===== src/dwrd_pkg.sv =====
// ----------------------------------------------------------------------------
// dwrd_pkg: shared types and constants
// Holds operation codes, cell commands, controller states and payload widths
// for the double-ended queue with reverse and delete.
// ----------------------------------------------------------------------------
package dwrd_pkg;

    localparam int DATA_W       = 32;
    localparam int OP_W         = 3;
    localparam int COUNT_W      = 5;
    localparam int CAPACITY_DEF = 16;

    // operation codes of an input item
    typedef enum logic [OP_W-1:0] {
        OP_PUSH_FRONT = 3'd0,
        OP_PUSH_BACK  = 3'd1,
        OP_POP_FRONT  = 3'd2,
        OP_DELETE     = 3'd3,
        OP_REVERSE    = 3'd4,
        OP_DUMP       = 3'd5
    } t_op;

    // command broadcast to every cell of the chain
    typedef enum logic [3:0] {
        CMD_HOLD,   // keep contents
        CMD_SHR,    // shift toward the back, front cell takes the new value
        CMD_LOAD,   // the cell at the occupancy index takes the new value
        CMD_SHL,    // shift toward the front
        CMD_MATCH,  // register compare against the value
        CMD_DEL,    // shift toward the front from the first match onward
        CMD_REV,    // main shifts to the front, aux shifts to the back
        CMD_COPY,   // main takes aux
        CMD_ROT     // rotate the occupied cells toward the front
    } t_cell_cmd;

    typedef struct packed {
        t_cell_cmd               cmd;
        logic signed [DATA_W-1:0] value;
    } t_cell_ctl;

    typedef enum logic [2:0] {
        ST_IDLE,
        ST_DELETE,
        ST_REVERSE,
        ST_COPY,
        ST_DUMP
    } t_state;

endpackage


===== src/dwrd_if.sv =====
// ----------------------------------------------------------------------------
// dwrd_if: item channels
// Valid/ready channels for the operation items going in and the result
// items coming out.
// ----------------------------------------------------------------------------
interface dwrd_cmd_if;
    logic                                     valid;
    logic                                     ready;
    logic [dwrd_pkg::OP_W-1:0]                operation;
    logic signed [dwrd_pkg::DATA_W-1:0]       value;

    modport source (output valid, output operation, output value, input ready);
    modport sink   (input valid, input operation, input value, output ready);
endinterface

interface dwrd_res_if;
    logic                                     valid;
    logic                                     ready;
    logic signed [dwrd_pkg::DATA_W-1:0]       entry;
    logic                                     last;
    logic                                     empty_res;
    logic                                     overflow;
    logic [dwrd_pkg::COUNT_W-1:0]             count;

    modport source (output valid, output entry, output last, output empty_res,
                    output overflow, output count, input ready);
    modport sink   (input valid, input entry, input last, input empty_res,
                    input overflow, input count, output ready);
endinterface


===== src/dwrd_cell.sv =====
// ----------------------------------------------------------------------------
// dwrd_cell: one queue slot
// Holds one entry plus a scratch word used while reversing, and trades them
// with its neighbors under the broadcast command.
// ----------------------------------------------------------------------------
module dwrd_cell #(
    parameter int CAPACITY = dwrd_pkg::CAPACITY_DEF,
    parameter int IDX      = 0
) (
    input  logic                                      i_clk,
    input  dwrd_pkg::t_cell_ctl                       i_ctl,
    input  logic [$clog2(CAPACITY+1)-1:0]             i_occ,
    input  logic signed [dwrd_pkg::DATA_W-1:0]        i_left_main,
    input  logic signed [dwrd_pkg::DATA_W-1:0]        i_left_aux,
    input  logic signed [dwrd_pkg::DATA_W-1:0]        i_right_main,
    input  logic signed [dwrd_pkg::DATA_W-1:0]        i_front,
    input  logic                                      i_found,
    output logic signed [dwrd_pkg::DATA_W-1:0]        o_main,
    output logic signed [dwrd_pkg::DATA_W-1:0]        o_aux,
    output logic                                      o_found
);
    import dwrd_pkg::*;

    localparam int OCC_W = $clog2(CAPACITY + 1);
    localparam logic [OCC_W-1:0] MY_IDX   = OCC_W'(IDX);
    localparam logic [OCC_W-1:0] NEXT_IDX = OCC_W'(IDX + 1);

    logic signed [DATA_W-1:0] r_main, n_main;
    logic signed [DATA_W-1:0] r_aux,  n_aux;
    logic                     r_match, n_match;
    logic                     w_take;

    // first match at or ahead of this cell
    assign w_take  = i_found | r_match;
    assign o_found = w_take;
    assign o_main  = r_main;
    assign o_aux   = r_aux;

    // decode the broadcast command
    always_comb begin
        n_main  = r_main;
        n_aux   = r_aux;
        n_match = r_match;
        unique case (i_ctl.cmd)
            CMD_HOLD: begin
            end
            CMD_SHR: begin
                n_main = i_left_main;
            end
            CMD_LOAD: begin
                if (i_occ == MY_IDX) begin
                    n_main = i_ctl.value;
                end
            end
            CMD_SHL: begin
                n_main = i_right_main;
            end
            CMD_MATCH: begin
                n_match = (MY_IDX < i_occ) && (r_main == i_ctl.value);
            end
            CMD_DEL: begin
                if (w_take) begin
                    n_main = i_right_main;
                end
            end
            CMD_REV: begin
                n_main = i_right_main;
                n_aux  = i_left_aux;
            end
            CMD_COPY: begin
                n_main = r_aux;
            end
            CMD_ROT: begin
                n_main = (i_occ == NEXT_IDX) ? i_front : i_right_main;
            end
            default: begin
            end
        endcase
    end

    // hold the slot contents
    always_ff @(posedge i_clk) begin
        r_main  <= n_main;
        r_aux   <= n_aux;
        r_match <= n_match;
    end

endmodule


===== src/dwrd_ctrl.sv =====
// ----------------------------------------------------------------------------
// dwrd_ctrl: queue sequencer
// Takes operation items, steers the cell chain, tracks the occupancy and
// drives the registered result channel.
// ----------------------------------------------------------------------------
module dwrd_ctrl #(
    parameter int CAPACITY = dwrd_pkg::CAPACITY_DEF
) (
    input  logic                                  i_clk,
    input  logic                                  i_rst_n,
    dwrd_cmd_if.sink                              i_cmd,
    dwrd_res_if.source                            o_res,
    input  logic signed [dwrd_pkg::DATA_W-1:0]    i_front,
    input  logic                                  i_found,
    output dwrd_pkg::t_cell_ctl                   o_ctl,
    output logic [$clog2(CAPACITY+1)-1:0]         o_occ
);
    import dwrd_pkg::*;

    localparam int OCC_W = $clog2(CAPACITY + 1);
    localparam logic [OCC_W-1:0] FULL = OCC_W'(CAPACITY);
    localparam logic [OCC_W-1:0] ONE  = OCC_W'(1);

    t_state                   r_state, n_state;
    logic [OCC_W-1:0]         r_occ, n_occ;
    logic [OCC_W-1:0]         r_step, n_step;
    logic                     r_out_valid;
    logic signed [DATA_W-1:0] r_entry, n_entry;
    logic                     r_last, n_last;
    logic                     r_empty, n_empty;
    logic                     r_ovf, n_ovf;
    logic [COUNT_W-1:0]       r_count, n_count;
    logic                     w_load;
    logic                     w_out_free;
    logic                     w_accept;
    logic                     w_step_end;
    t_op                      w_op;

    assign w_out_free = !r_out_valid || o_res.ready;
    assign w_accept   = i_cmd.valid && i_cmd.ready;
    assign w_op       = t_op'(i_cmd.operation);
    assign w_step_end = (r_step == r_occ - ONE);

    assign i_cmd.ready     = (r_state == ST_IDLE) && w_out_free;
    assign o_res.valid     = r_out_valid;
    assign o_res.entry     = r_entry;
    assign o_res.last      = r_last;
    assign o_res.empty_res = r_empty;
    assign o_res.overflow  = r_ovf;
    assign o_res.count     = r_count;
    assign o_occ           = r_occ;

    // next state
    always_comb begin
        n_state = r_state;
        unique case (r_state)
            ST_IDLE: begin
                if (w_accept) begin
                    case (w_op)
                        OP_DELETE:  n_state = ST_DELETE;
                        OP_REVERSE: n_state = (r_occ > ONE) ? ST_REVERSE : ST_IDLE;
                        OP_DUMP:    n_state = (r_occ != '0) ? ST_DUMP : ST_IDLE;
                        default:    n_state = ST_IDLE;
                    endcase
                end
            end
            ST_DELETE: begin
                if (w_out_free) begin
                    n_state = ST_IDLE;
                end
            end
            ST_REVERSE: begin
                if (w_step_end) begin
                    n_state = ST_COPY;
                end
            end
            ST_COPY: begin
                if (w_out_free) begin
                    n_state = ST_IDLE;
                end
            end
            ST_DUMP: begin
                if (w_out_free && w_step_end) begin
                    n_state = ST_IDLE;
                end
            end
            default: n_state = ST_IDLE;
        endcase
    end

    // outputs: cell command, occupancy, result
    always_comb begin
        o_ctl.cmd   = CMD_HOLD;
        o_ctl.value = i_cmd.value;
        n_occ       = r_occ;
        n_step      = r_step;
        w_load      = 1'b0;
        n_entry     = '0;
        n_last      = 1'b1;
        n_ovf       = 1'b0;
        unique case (r_state)
            ST_IDLE: begin
                n_step = '0;
                if (w_accept) begin
                    w_load = 1'b1;
                    case (w_op)
                        OP_PUSH_FRONT: begin
                            if (r_occ >= FULL) begin
                                n_ovf = 1'b1;
                            end else begin
                                o_ctl.cmd = CMD_SHR;
                                n_occ     = r_occ + ONE;
                            end
                        end
                        OP_PUSH_BACK: begin
                            if (r_occ >= FULL) begin
                                n_ovf = 1'b1;
                            end else begin
                                o_ctl.cmd = CMD_LOAD;
                                n_occ     = r_occ + ONE;
                            end
                        end
                        OP_POP_FRONT: begin
                            if (r_occ != '0) begin
                                o_ctl.cmd = CMD_SHL;
                                n_occ     = r_occ - ONE;
                            end
                        end
                        OP_DELETE: begin
                            o_ctl.cmd = CMD_MATCH;
                            w_load    = 1'b0;
                        end
                        OP_REVERSE: begin
                            w_load = (r_occ <= ONE);
                        end
                        OP_DUMP: begin
                            w_load = (r_occ == '0);
                        end
                        default: begin
                        end
                    endcase
                end
            end
            ST_DELETE: begin
                if (w_out_free) begin
                    o_ctl.cmd = CMD_DEL;
                    w_load    = 1'b1;
                    if (i_found) begin
                        n_occ = r_occ - ONE;
                    end
                end
            end
            ST_REVERSE: begin
                o_ctl.cmd = CMD_REV;
                n_step    = r_step + ONE;
            end
            ST_COPY: begin
                if (w_out_free) begin
                    o_ctl.cmd = CMD_COPY;
                    w_load    = 1'b1;
                end
            end
            ST_DUMP: begin
                if (w_out_free) begin
                    o_ctl.cmd = CMD_ROT;
                    w_load    = 1'b1;
                    n_entry   = i_front;
                    n_last    = w_step_end;
                    n_step    = r_step + ONE;
                end
            end
            default: begin
            end
        endcase
        n_empty = (n_occ == '0);
        n_count = COUNT_W'(n_occ);
    end

    // advance control state
    always_ff @(posedge i_clk) begin
        if (!i_rst_n) begin
            r_state     <= ST_IDLE;
            r_occ       <= '0;
            r_step      <= '0;
            r_out_valid <= 1'b0;
        end else begin
            r_state <= n_state;
            r_occ   <= n_occ;
            r_step  <= n_step;
            if (w_load) begin
                r_out_valid <= 1'b1;
            end else if (o_res.ready) begin
                r_out_valid <= 1'b0;
            end
        end
    end

    // hold the result item until taken
    always_ff @(posedge i_clk) begin
        if (w_load) begin
            r_entry <= n_entry;
            r_last  <= n_last;
            r_empty <= n_empty;
            r_ovf   <= n_ovf;
            r_count <= n_count;
        end
    end

    a_occ_bound: assert property (@(posedge i_clk) disable iff (!i_rst_n)
        r_occ <= FULL)
        else $error("occupancy above capacity");

    a_push_grows: assert property (@(posedge i_clk) disable iff (!i_rst_n)
        (w_accept && (w_op == OP_PUSH_FRONT || w_op == OP_PUSH_BACK) && r_occ < FULL)
        |=> r_occ == $past(r_occ) + ONE)
        else $error("push did not add an entry");

    a_delete_shrinks: assert property (@(posedge i_clk) disable iff (!i_rst_n)
        (r_state == ST_DELETE) |=> r_occ <= $past(r_occ))
        else $error("delete raised occupancy");

    a_dump_ends: assert property (@(posedge i_clk) disable iff (!i_rst_n)
        (r_state == ST_DUMP && w_load && n_last) |=> r_state == ST_IDLE)
        else $error("dump went on past the back entry");

endmodule


===== src/deque_with_reverse_and_delete.sv =====
// Push, pop and unused codes: the status result is registered when the item is accepted.
// Delete: compare in every occupied cell, then shift the entries behind the first match to the front.
// Reverse: ST_REVERSE, the cell chain stepping one entry a cycle, then ST_COPY (only a result below two).
// Dump: after the accept, one entry per cycle while the result channel takes them (only a result when empty).
// A stalled result channel holds back new items and the delete, copy and dump steps; one item is in work at a time.
// Reset (synchronous, active low) empties the queue; cell contents are not cleared.
// ----------------------------------------------------------------------------
// deque_with_reverse_and_delete: bounded double-ended queue
// A chain of cells holds the entries front to back; a sequencer drives
// push, pop, delete, reverse and dump over the chain.
// ----------------------------------------------------------------------------
module deque_with_reverse_and_delete #(
    parameter int CAPACITY = dwrd_pkg::CAPACITY_DEF
) (
    input  logic        i_clk,
    input  logic        i_rst_n,
    dwrd_cmd_if.sink    i_cmd,
    dwrd_res_if.source  o_res
);
    import dwrd_pkg::*;

    localparam int OCC_W = $clog2(CAPACITY + 1);

    t_cell_ctl                w_ctl;
    logic [OCC_W-1:0]         w_occ;
    logic signed [DATA_W-1:0] w_main [CAPACITY];
    logic signed [DATA_W-1:0] w_aux  [CAPACITY];
    logic                     w_found [CAPACITY];

    dwrd_ctrl #(
        .CAPACITY (CAPACITY)
    ) u_ctrl (
        .i_clk   (i_clk),
        .i_rst_n (i_rst_n),
        .i_cmd   (i_cmd),
        .o_res   (o_res),
        .i_front (w_main[0]),
        .i_found (w_found[CAPACITY-1]),
        .o_ctl   (w_ctl),
        .o_occ   (w_occ)
    );

    // chain the cells front to back
    for (genvar g = 0; g < CAPACITY; g++) begin : g_cell
        logic signed [DATA_W-1:0] w_left_main;
        logic signed [DATA_W-1:0] w_left_aux;
        logic signed [DATA_W-1:0] w_right_main;
        logic                     w_found_in;

        if (g == 0) begin : g_head
            assign w_left_main = w_ctl.value;
            assign w_left_aux  = w_main[0];
            assign w_found_in  = 1'b0;
        end else begin : g_body
            assign w_left_main = w_main[g-1];
            assign w_left_aux  = w_aux[g-1];
            assign w_found_in  = w_found[g-1];
        end

        if (g == CAPACITY - 1) begin : g_tail
            assign w_right_main = w_main[g];
        end else begin : g_mid
            assign w_right_main = w_main[g+1];
        end

        dwrd_cell #(
            .CAPACITY (CAPACITY),
            .IDX      (g)
        ) u_cell (
            .i_clk        (i_clk),
            .i_ctl        (w_ctl),
            .i_occ        (w_occ),
            .i_left_main  (w_left_main),
            .i_left_aux   (w_left_aux),
            .i_right_main (w_right_main),
            .i_front      (w_main[0]),
            .i_found      (w_found_in),
            .o_main       (w_main[g]),
            .o_aux        (w_aux[g]),
            .o_found      (w_found[g])
        );
    end

endmodule

===== src/flat_wrapper.sv =====
// flat-port wrapper written by rule: the top's interface ports become plain ports
module deque_with_reverse_and_delete_flat import dwrd_pkg::*;
#(
    parameter int CAPACITY = dwrd_pkg::CAPACITY_DEF
)
  (i_clk, i_rst_n, i_cmd_valid, i_cmd_operation, i_cmd_value, i_cmd_ready, o_res_valid, o_res_entry, o_res_last, o_res_empty_res, o_res_overflow, o_res_count, o_res_ready);
  dwrd_cmd_if i_cmd_i ();
  dwrd_res_if o_res_i ();
  input  logic i_clk;
  input  logic i_rst_n;
  input wire logic [$bits(i_cmd_i.valid)-1:0] i_cmd_valid;
  input wire logic [$bits(i_cmd_i.operation)-1:0] i_cmd_operation;
  input wire logic [$bits(i_cmd_i.value)-1:0] i_cmd_value;
  output wire logic [$bits(i_cmd_i.ready)-1:0] i_cmd_ready;
  output wire logic [$bits(o_res_i.valid)-1:0] o_res_valid;
  output wire logic [$bits(o_res_i.entry)-1:0] o_res_entry;
  output wire logic [$bits(o_res_i.last)-1:0] o_res_last;
  output wire logic [$bits(o_res_i.empty_res)-1:0] o_res_empty_res;
  output wire logic [$bits(o_res_i.overflow)-1:0] o_res_overflow;
  output wire logic [$bits(o_res_i.count)-1:0] o_res_count;
  input wire logic [$bits(o_res_i.ready)-1:0] o_res_ready;
  assign i_cmd_i.valid = i_cmd_valid;
  assign i_cmd_i.operation = i_cmd_operation;
  assign i_cmd_i.value = i_cmd_value;
  assign i_cmd_ready = i_cmd_i.ready;
  assign o_res_valid = o_res_i.valid;
  assign o_res_entry = o_res_i.entry;
  assign o_res_last = o_res_i.last;
  assign o_res_empty_res = o_res_i.empty_res;
  assign o_res_overflow = o_res_i.overflow;
  assign o_res_count = o_res_i.count;
  assign o_res_i.ready = o_res_ready;
  deque_with_reverse_and_delete #(.CAPACITY(CAPACITY)) u_core (.i_clk(i_clk), .i_rst_n(i_rst_n), .i_cmd(i_cmd_i), .o_res(o_res_i));
endmodule

===== config.mk =====
export PLATFORM = sky130hd
export DESIGN_NAME = deque_with_reverse_and_delete_flat
export DESIGN_NICKNAME = d
export VERILOG_FILES = /design/src/dwrd_pkg.sv /design/src/dwrd_if.sv /design/src/dwrd_cell.sv /design/src/dwrd_ctrl.sv /design/src/deque_with_reverse_and_delete.sv /design/src/flat_wrapper.sv
export SDC_FILE = /design/constraint.sdc
export NUM_CORES = 2
export LEC_CHECK = 0
export ABC_AREA = 1
export BUFFER_PORTS_ARGS = -buffer_cell sky130_fd_sc_hd__buf_4
export CORE_UTILIZATION = 30
export CTS_CLUSTER_SIZE = 28
export DETAILED_ROUTE_END_ITERATION = 8
export GPL_ROUTABILITY_DRIVEN = 0
export PLACE_DENSITY_LB_ADDON = 0.12
export SYNTH_ARGS = -nofsm -noshare
export SYNTH_HDL_FRONTEND = slang
export SYNTH_SLANG_ARGS = --single-unit

===== constraint.sdc =====
create_clock -name i_clk -period 11 [get_ports i_clk]
set_input_delay 1.1 -clock i_clk [delete_from_list [all_inputs] [get_ports i_clk]]
set_output_delay 1.1 -clock i_clk [all_outputs]
set_load 0.01 [all_outputs]

# [Word-level counts from Yosys, hierarchy flattened]
# Index checks and enable logic that the tools add are counted.
[totals] regBits=1094 latchBits=0 ram_bits=0 mem_bits_ro=0 out_inout_bits=42 wordCells=332 mem_count=0
[op_classes] add_sub_neg=3 n_mul=0 div_mod_pow=0 order_cmp=19 n_eq_ne=88 shifts=0 mux=96 bitwise_logic=15 n_reduce_logical=54
[op_table] operator="$pmux W32 S6" n=15
[op_table] operator="$mux W32" n=47
[op_table] operator="$eq A32 B32 Y1" n=16
[op_table] operator="$pmux W32 S4" n=1
[op_table] operator="$ne A2 B2 Y1 const B" n=37
[op_table] operator="$reduce_and A3 Y1" n=16
[op_table] operator="$eq A5 B4 Y1 const B" n=8
[op_table] operator="$lt A4 B5 Y1 const A" n=8
[op_table] operator="$mux W5" n=6
[op_table] operator="$mux W3" n=8
[op_table] operator="$pmux W3 S4" n=2
[op_table] operator="$eq A5 B3 Y1 const B" n=4
[op_table] operator="$lt A3 B5 Y1 const A" n=4
[op_table] operator="$pmux W4 S5" n=1
[op_table] operator="$pmux W5 S2" n=2
[op_table] operator="$logic_and A1 B1 Y1" n=19
[op_table] operator="$eq A4 B3 Y1 const B" n=4
[op_table] operator="$or A1 B1 Y1" n=15
[op_table] operator="$pmux W5 S3" n=1
[op_table] operator="$eq A3 B2 Y1 const B" n=4
[op_table] operator="$add A5 B1 Y5 const B" n=2
[op_table] operator="$eq A5 B2 Y1 const B" n=2
[op_table] operator="$logic_not A5 Y1" n=2
[op_table] operator="$lt A1 B5 Y1 const A" n=2
[op_table] operator="other kinds (32)" n=49

# [Longest topological paths before layout]
[depth] word_depth=19 depth_mapped=18

# [By module]
# A second synthesis with hierarchy kept.
[hier_totals] cells_unflattened=8924 area_unflattened_um2=68005.2
[modules_own_cells] mod="dwrd_cell at u_core.g_cell[9].u_cell" instances=1 cells_per_inst=566 area_per_inst_um2=4284.1 seq_area_each_um2=1951.9
[modules_own_cells] mod="dwrd_cell at u_core.g_cell[5].u_cell" instances=1 cells_per_inst=589 area_per_inst_um2=4221.5 seq_area_each_um2=1951.9
[modules_own_cells] mod="dwrd_cell at u_core.g_cell[13].u_cell" instances=1 cells_per_inst=530 area_per_inst_um2=4078.9 seq_area_each_um2=1951.9
[modules_own_cells] mod="dwrd_cell at u_core.g_cell[8].u_cell" instances=1 cells_per_inst=530 area_per_inst_um2=4077.7 seq_area_each_um2=1951.9
[modules_own_cells] mod="dwrd_cell at u_core.g_cell[4].u_cell" instances=1 cells_per_inst=527 area_per_inst_um2=4047.6 seq_area_each_um2=1951.9
[modules_own_cells] mod="dwrd_cell at u_core.g_cell[12].u_cell" instances=1 cells_per_inst=531 area_per_inst_um2=4031.4 seq_area_each_um2=1951.9
[modules_own_cells] mod="dwrd_cell at u_core.g_cell[14].u_cell" instances=1 cells_per_inst=531 area_per_inst_um2=4030.1 seq_area_each_um2=1951.9
[modules_own_cells] mod="dwrd_cell at u_core.g_cell[15].u_cell" instances=1 cells_per_inst=529 area_per_inst_um2=4030.1 seq_area_each_um2=1951.9
[modules_own_cells] mod="dwrd_cell at u_core.g_cell[10].u_cell" instances=1 cells_per_inst=533 area_per_inst_um2=4027.6 seq_area_each_um2=1951.9
[modules_own_cells] mod="dwrd_cell at u_core.g_cell[0].u_cell" instances=1 cells_per_inst=523 area_per_inst_um2=4025.1 seq_area_each_um2=1951.9
[modules_own_cells] mod="dwrd_cell at u_core.g_cell[11].u_cell" instances=1 cells_per_inst=526 area_per_inst_um2=4012.6 seq_area_each_um2=1951.9
[modules_own_cells] mod="dwrd_cell at u_core.g_cell[3].u_cell" instances=1 cells_per_inst=528 area_per_inst_um2=4012.6 seq_area_each_um2=1951.9
[modules_own_cells] mod="dwrd_cell at u_core.g_cell[6].u_cell" instances=1 cells_per_inst=523 area_per_inst_um2=4006.3 seq_area_each_um2=1951.9
[modules_own_cells] mod="dwrd_cell at u_core.g_cell[7].u_cell" instances=1 cells_per_inst=525 area_per_inst_um2=4006.3 seq_area_each_um2=1951.9
[modules_own_cells] mod="+4 rows"

# [Worst setup path before layout]
# No wires, ideal clock.
[synth_timing] kind="reg2reg" from="register u_core.u_ctrl.r_state[0]" to="register u_core.g_cell[2].u_cell.r_main[0], enable pin" arrival_ns=10.868 path_slack_ns=-0.289 stages_incl_launch_ff=11 path_buffers=2 synth_period_minus_slack_ns=11.289 path_cell_list="dfxtp_1 > or2_4 > nor2_4 > nor2_1 > nand2_2 > nand3_1 > buf_4 > nand4_1 > inv_1 > buf_2 > nor2_1"
[synth_between] elab_chain_cells=9
[synth_rtl] item="from (decl)" line="dwrd_ctrl.sv:24" text="t_state r_state, n_state;"
[synth_rtl] item="from (signal assigned)" line="dwrd_ctrl.sv:187" text="r_state <= n_state;"
[synth_rtl] item="$logic_not A3 Y1" line="dwrd_ctrl.sv:44, dwrd_ctrl.sv:101"
[synth_rtl] item="$logic_and A1 B1 Y1" line="dwrd_ctrl.sv:44" text="assign i_cmd.ready = (r_state == ST_IDLE) && w_out_free;"
[synth_rtl] item="$logic_and A1 B1 Y1" line="dwrd_ctrl.sv:40" text="assign w_accept = i_cmd.valid && i_cmd.ready;"
[synth_rtl] item="$mux W3" line="dwrd_ctrl.sv:104" text="if (w_accept) begin"
[synth_rtl] item="$pmux W4 S5 (*)" line="dwrd_ctrl.sv:101" text="unique case (r_state)"
[synth_rtl] item="$eq A4 B3 Y1 or $eq A4 B2 Y1 (tied branches)" line="dwrd_cell.sv:44" text="unique case (i_ctl.cmd)"
[synth_rtl] item="$reduce_or A2 Y1 (no source line)"
[synth_rtl] item="$reduce_bool A6 Y1 (no source line)"
[synth_rtl] item="$reduce_and A3 Y1 (no source line) (*)"
[synth_rtl] item="to (signal assigned)" line="dwrd_cell.sv:83" text="r_main <= n_main;"
[synth_rtl] item="to (decl)" line="dwrd_cell.sv:28" text="logic signed [DATA_W-1:0] r_main, n_main;"
# Every way passes the cells marked *; elsewhere a longest branch is shown, timed or not.
# A chain may end at the register's enable or synchronous reset.

# [Worst setup path in the final report]
[layout_timing] from="register u_core.u_ctrl.r_occ[0], in the netlist u_core.u_ctrl.o_occ[0]" to="register u_core.g_cell[11].u_cell.r_main[13], enable pin"
[layout_between] elab_chain_cells=9
[layout_rtl] item="from (decl)" line="dwrd_ctrl.sv:25" text="logic [OCC_W-1:0] r_occ, n_occ;"
[layout_rtl] item="from (signal assigned)" line="dwrd_ctrl.sv:188" text="r_occ <= n_occ;"
[layout_rtl] item="$ge A5 B5 Y1 or $reduce_bool A5 Y1 (tied branches)" line="dwrd_ctrl.sv:108, dwrd_ctrl.sv:116, dwrd_ctrl.sv:124"
[layout_rtl] item="$mux W1, or another cell as far along" line="dwrd_ctrl.sv:108" text="if (r_occ >= FULL) begin"
[layout_rtl] item="$pmux W3 S4" line="dwrd_ctrl.sv:106" text="case (w_op)"
[layout_rtl] item="$mux W3" line="dwrd_ctrl.sv:104"
[layout_rtl] item="$pmux W4 S5" line="dwrd_ctrl.sv:101"
[layout_rtl] item="$eq A4 B3 Y1 or $eq A4 B2 Y1 (tied branches)" line="dwrd_cell.sv:44"
[layout_rtl] item="$reduce_or A2 Y1 (no source line)"
[layout_rtl] item="$reduce_bool A6 Y1 (no source line)"
[layout_rtl] item="$reduce_and A3 Y1 (no source line) (*)"
[layout_rtl] item="to (signal assigned)" line="dwrd_cell.sv:83"
[layout_rtl] item="to (decl)" line="dwrd_cell.sv:28"
# Marked as above.

==> metrics.md <==
| Metric | Value |
|---|---|
| Reg area | approximately 33,000 um2 |
| RSZ-0062 raised after global routing | false |
| CTS Buffer Depth | 3 |
| H-tree lvl count | 4 |
| Syn Inst Count | approximately 7.4k |
| Nets | roughly 7.3k |
| Worst Path Max Fanout | 60 |
| Worst slew pin tran | between 1.5 and 2 ns |
| Clock skew | slightly below 0.05 ns |
| Vias per cell | 5.99 |
| Area of the multi-input gates | 25,900 um2 |
| Yosys Warn Count | 0 |
| Largest net degree at the start of global routing | around 160 |
| Startpoint Class | flip-flop |
| WS Path Type | reg -> reg |
| Unique masters post-synth | 44 |
| CP Data Arrival Time | about 6.4 ns |
| Ranking of synthesized cells by area | edfxtp_1 (52%), nand2_1 (13%), nor2_1 (5.7%), nand4_1 (5.3%), nand3_1 (3.3%) |
| 1st-iter DRT viols | slightly above 10k |
| FF+latch count, synth | around 1.1k |
| Post-Syn Area | around 62,000 um2 |
| Status | complete, but fails checks |
| Postcts setup bufs | 0 |
| Final WL | approximately 350,000 um |
| Crit. End Element | flip-flop |
| TritonCTS clock tree | built |
| Share of cells above drive strength 1 | 0.0683 |
| Post-route cell area | about 70,000 um2 |
| Final Max Slew Viols | 2 |
| GR Overflow Total | 0 |
| Worst min path class | reg -> reg |
| Synth area leader | edfxtp_1 |
| Syn nets | 7,460 |
| Area Overhead vs Synth | 12.0% |
| Initial antenna violation count | 29 |
| Pwr per Cell Area | approximately 340 nW/um2 |
| Worst setup endpoint | u_core.g_cell[11].u_cell.o_main[13] |
| Failing checks | capacitance limit, slew limit |
| Worst-Skew Late Latency | roughly 0.82 ns |
| Reg2reg setup slack | roughly 5.1 ns |
| Num Clock Sinks | 1,094 |
| Fmax | 0.169 GHz |
| Leakage power | approximately 28 nW |
| Worst-path clk slew | 0.06 ns |
| Worst r2r src | u_core.u_ctrl.o_occ[0] |
| Cts hold-fix bufs | 0 |
| CORE AREA | between 200,000 and 250,000 um2 |
| Final min period | between 5 and 6 ns |
| Syn Area/Cell | about 8.4 um2 |
| Post-layout util | 0.338 |
| Die H | between 400 and 500 um |
| Max Cap Violations | 1 |
| Wire per inst | between 30 and 40 um |
| Fillers | about 22k |
| Vias in the first global route | 54.3k |
| Post-CTS Resized | 0 |
| DIE WIDTH | 458 um |
| DP HPWL | 246,000 um |
| Via count | just over 60k |
| Reg2reg end | u_core.g_cell[11].u_cell.o_main[13] |
| Dpl cell area | between 60,000 and 70,000 um2 |
| Most frequent cells in the layout | nand2_1 (2,155), edfxtp_1 (1,080), nor2_1 (924) |
| Critical path required time | roughly 11 ns |
| Slew HR | -0.0196 |
| Antenna viol nets, final | 0 |
| DRC | 0 |
| Top cell type's share of synthesized area | 0.519 |
| Buffers on Ports | 80 |
| DIE AREA | 210,000 um2 |
| Final setup fails | 0 |
| Initial Utilization | 0.302 |
| Total GRT Usage | 0.326 |
| Post-synth EDFFs | roughly 1.1k |
| Most common cell after layout, fill and taps aside | nand2_1 |
| R2R cell count | 16 |
| Worst setup startpoint | u_core.u_ctrl.o_occ[0] |
| Hold WS | about 0.42 ns |
| Tcrit/Tclk final | 0.539 |
| First-pass GRT wire length | 476,000 um |
| FFs w/ async S/R, synth | 0 |
| Sequential area share after synthesis | 0.524 |
| DRT Pass-1 Iters | 6 |
| Num CTS Buffers | approximately 140 |
| Post-synth top flop | edfxtp_1 |
| Max VDD drop | around 0.17 mV |
| Top Ports | 81 |
| Final hold violations | 0 |
| Num rows | between 150 and 200 |
| Root Driver | clkbuf_16 |
cells in the mapped netlist, drive strengths merged (68+ instances only):
master  number
nor2       958
nand4      526
o211ai     161
clkbuf     323
buf        262
edfxtp    1080
nand2     2161
nand3      414
xnor2      133
inv        436
xor2        68
o22ai      156
a22o       112
o21ai      336
critical path: stages (launching register included):
cell	delay, ns
dfxtp_1	0.30
buf_4	0.18
inv_2	0.19
ha_1	0.18
inv_1	0.03
nor2_1	0.16
nand2_1	0.12
nand2_1	0.14
nand2_1	0.07
nand2_1	0.08
nand2_2	0.39
nand3_4	0.65
buf_4	0.73
buf_4	0.82
o21ai_0	0.28
nor2_4	0.58
buf_4	0.50
kinds of logic (layout without fill, tap and decap cells):
family | Yosys count | in the layout | synth area share
AOI/OAI and AO/OA | 955 | 955 | 0.0993
xor gates and xnor gates | 201 | 201 | 0.0282
adders and majority gates | 6 | 6 | 0.00120
buffers and inverters | 1037 | 954 | 0.0668
DFF | 1094 | 1094 | 0.524
other | 0 | 9 | 0
and+or+nand+nor | 4122 | 4122 | 0.281
report_power, final:
part	switching [mW]	internal, mW
clock	1.96	2.45
sequential	1.97	6.94
combinational	7.97	2.65
total	11.9	12.0
how the worst min path moves through the flow:
| stage | start | to | slack, ns | depth (start not counted) |
|---|---|---|---|---|
| after floorplan | u_core.g_cell[0].u_cell.o_main[0] | u_core.g_cell[0].u_cell.o_aux[0] | 0.42 | 0 |
| after global placement | u_core.g_cell[0].u_cell.o_aux[23] | u_core.g_cell[1].u_cell.o_aux[23] | 0.43 | 0 |
| after detailed placement | u_core.g_cell[2].u_cell.o_aux[29] | u_core.g_cell[3].u_cell.o_aux[29] | 0.43 | 0 |
| after CTS | u_core.g_cell[0].u_cell.o_aux[8] | u_core.g_cell[1].u_cell.o_aux[8] | 0.42 | 0 |
| after global routing | u_core.g_cell[0].u_cell.o_aux[8] | u_core.g_cell[1].u_cell.o_aux[8] | 0.44 | 0 |
| final | u_core.g_cell[0].u_cell.o_aux[8] | u_core.g_cell[1].u_cell.o_aux[8] | 0.42 | 0 |
area by class of cell:
type / count / share of cell area
diodes: 9 / 0.000322
clock buffers: 190 / 0.0542
clock inverters: 56 / 0.00492
inverters: 452 / 0.0245
multi-input cells: 5284 / 0.370
flip-flops and latches: 1094 / 0.467
well taps: 2788 / 0.0498
repair buffers: 256 / 0.0291
registers in the layout, summed over array words and instances, names as in the netlist:
signal                         cells
u_core.g_cell.u_cell.r_match      16
u_core.u_ctrl.r_step               5
u_core.u_ctrl.o_res.valid          1
u_core.u_ctrl.o_res.empty_res      1
u_core.g_cell.u_cell.o_aux       512
u_core.u_ctrl.o_res.last           1
u_core.g_cell.u_cell.o_main      512
u_core.u_ctrl.o_res.entry         32
u_core.u_ctrl.o_occ                5
u_core.u_ctrl.o_res.overflow       1
u_core.u_ctrl.o_res.count          5
u_core.u_ctrl.r_state              3
through the flow:
stage                     setup WS, ns  setup TNS [ns]  power [mW]  cells
after floorplan                 -0.289         -108.50        13.7   7415
after global placement            4.65               0        19.0   9872
after detailed placement          4.57               0        19.0   9874
after CTS                         5.28               0        23.4  10100
after global routing              4.83               0        24.6  10100
final                             5.07               0        23.9  10100
metal layers:
layer	vias up	global-route usage	share of wire
met5	-	0	0.00040
met4	18	0.199	0.072
met3	892	0.0887	0.12
met2	4436	0.460	0.41
met1	30100	0.441	0.40
li1	25300	-	-
(Power assumes the default switching activity.)
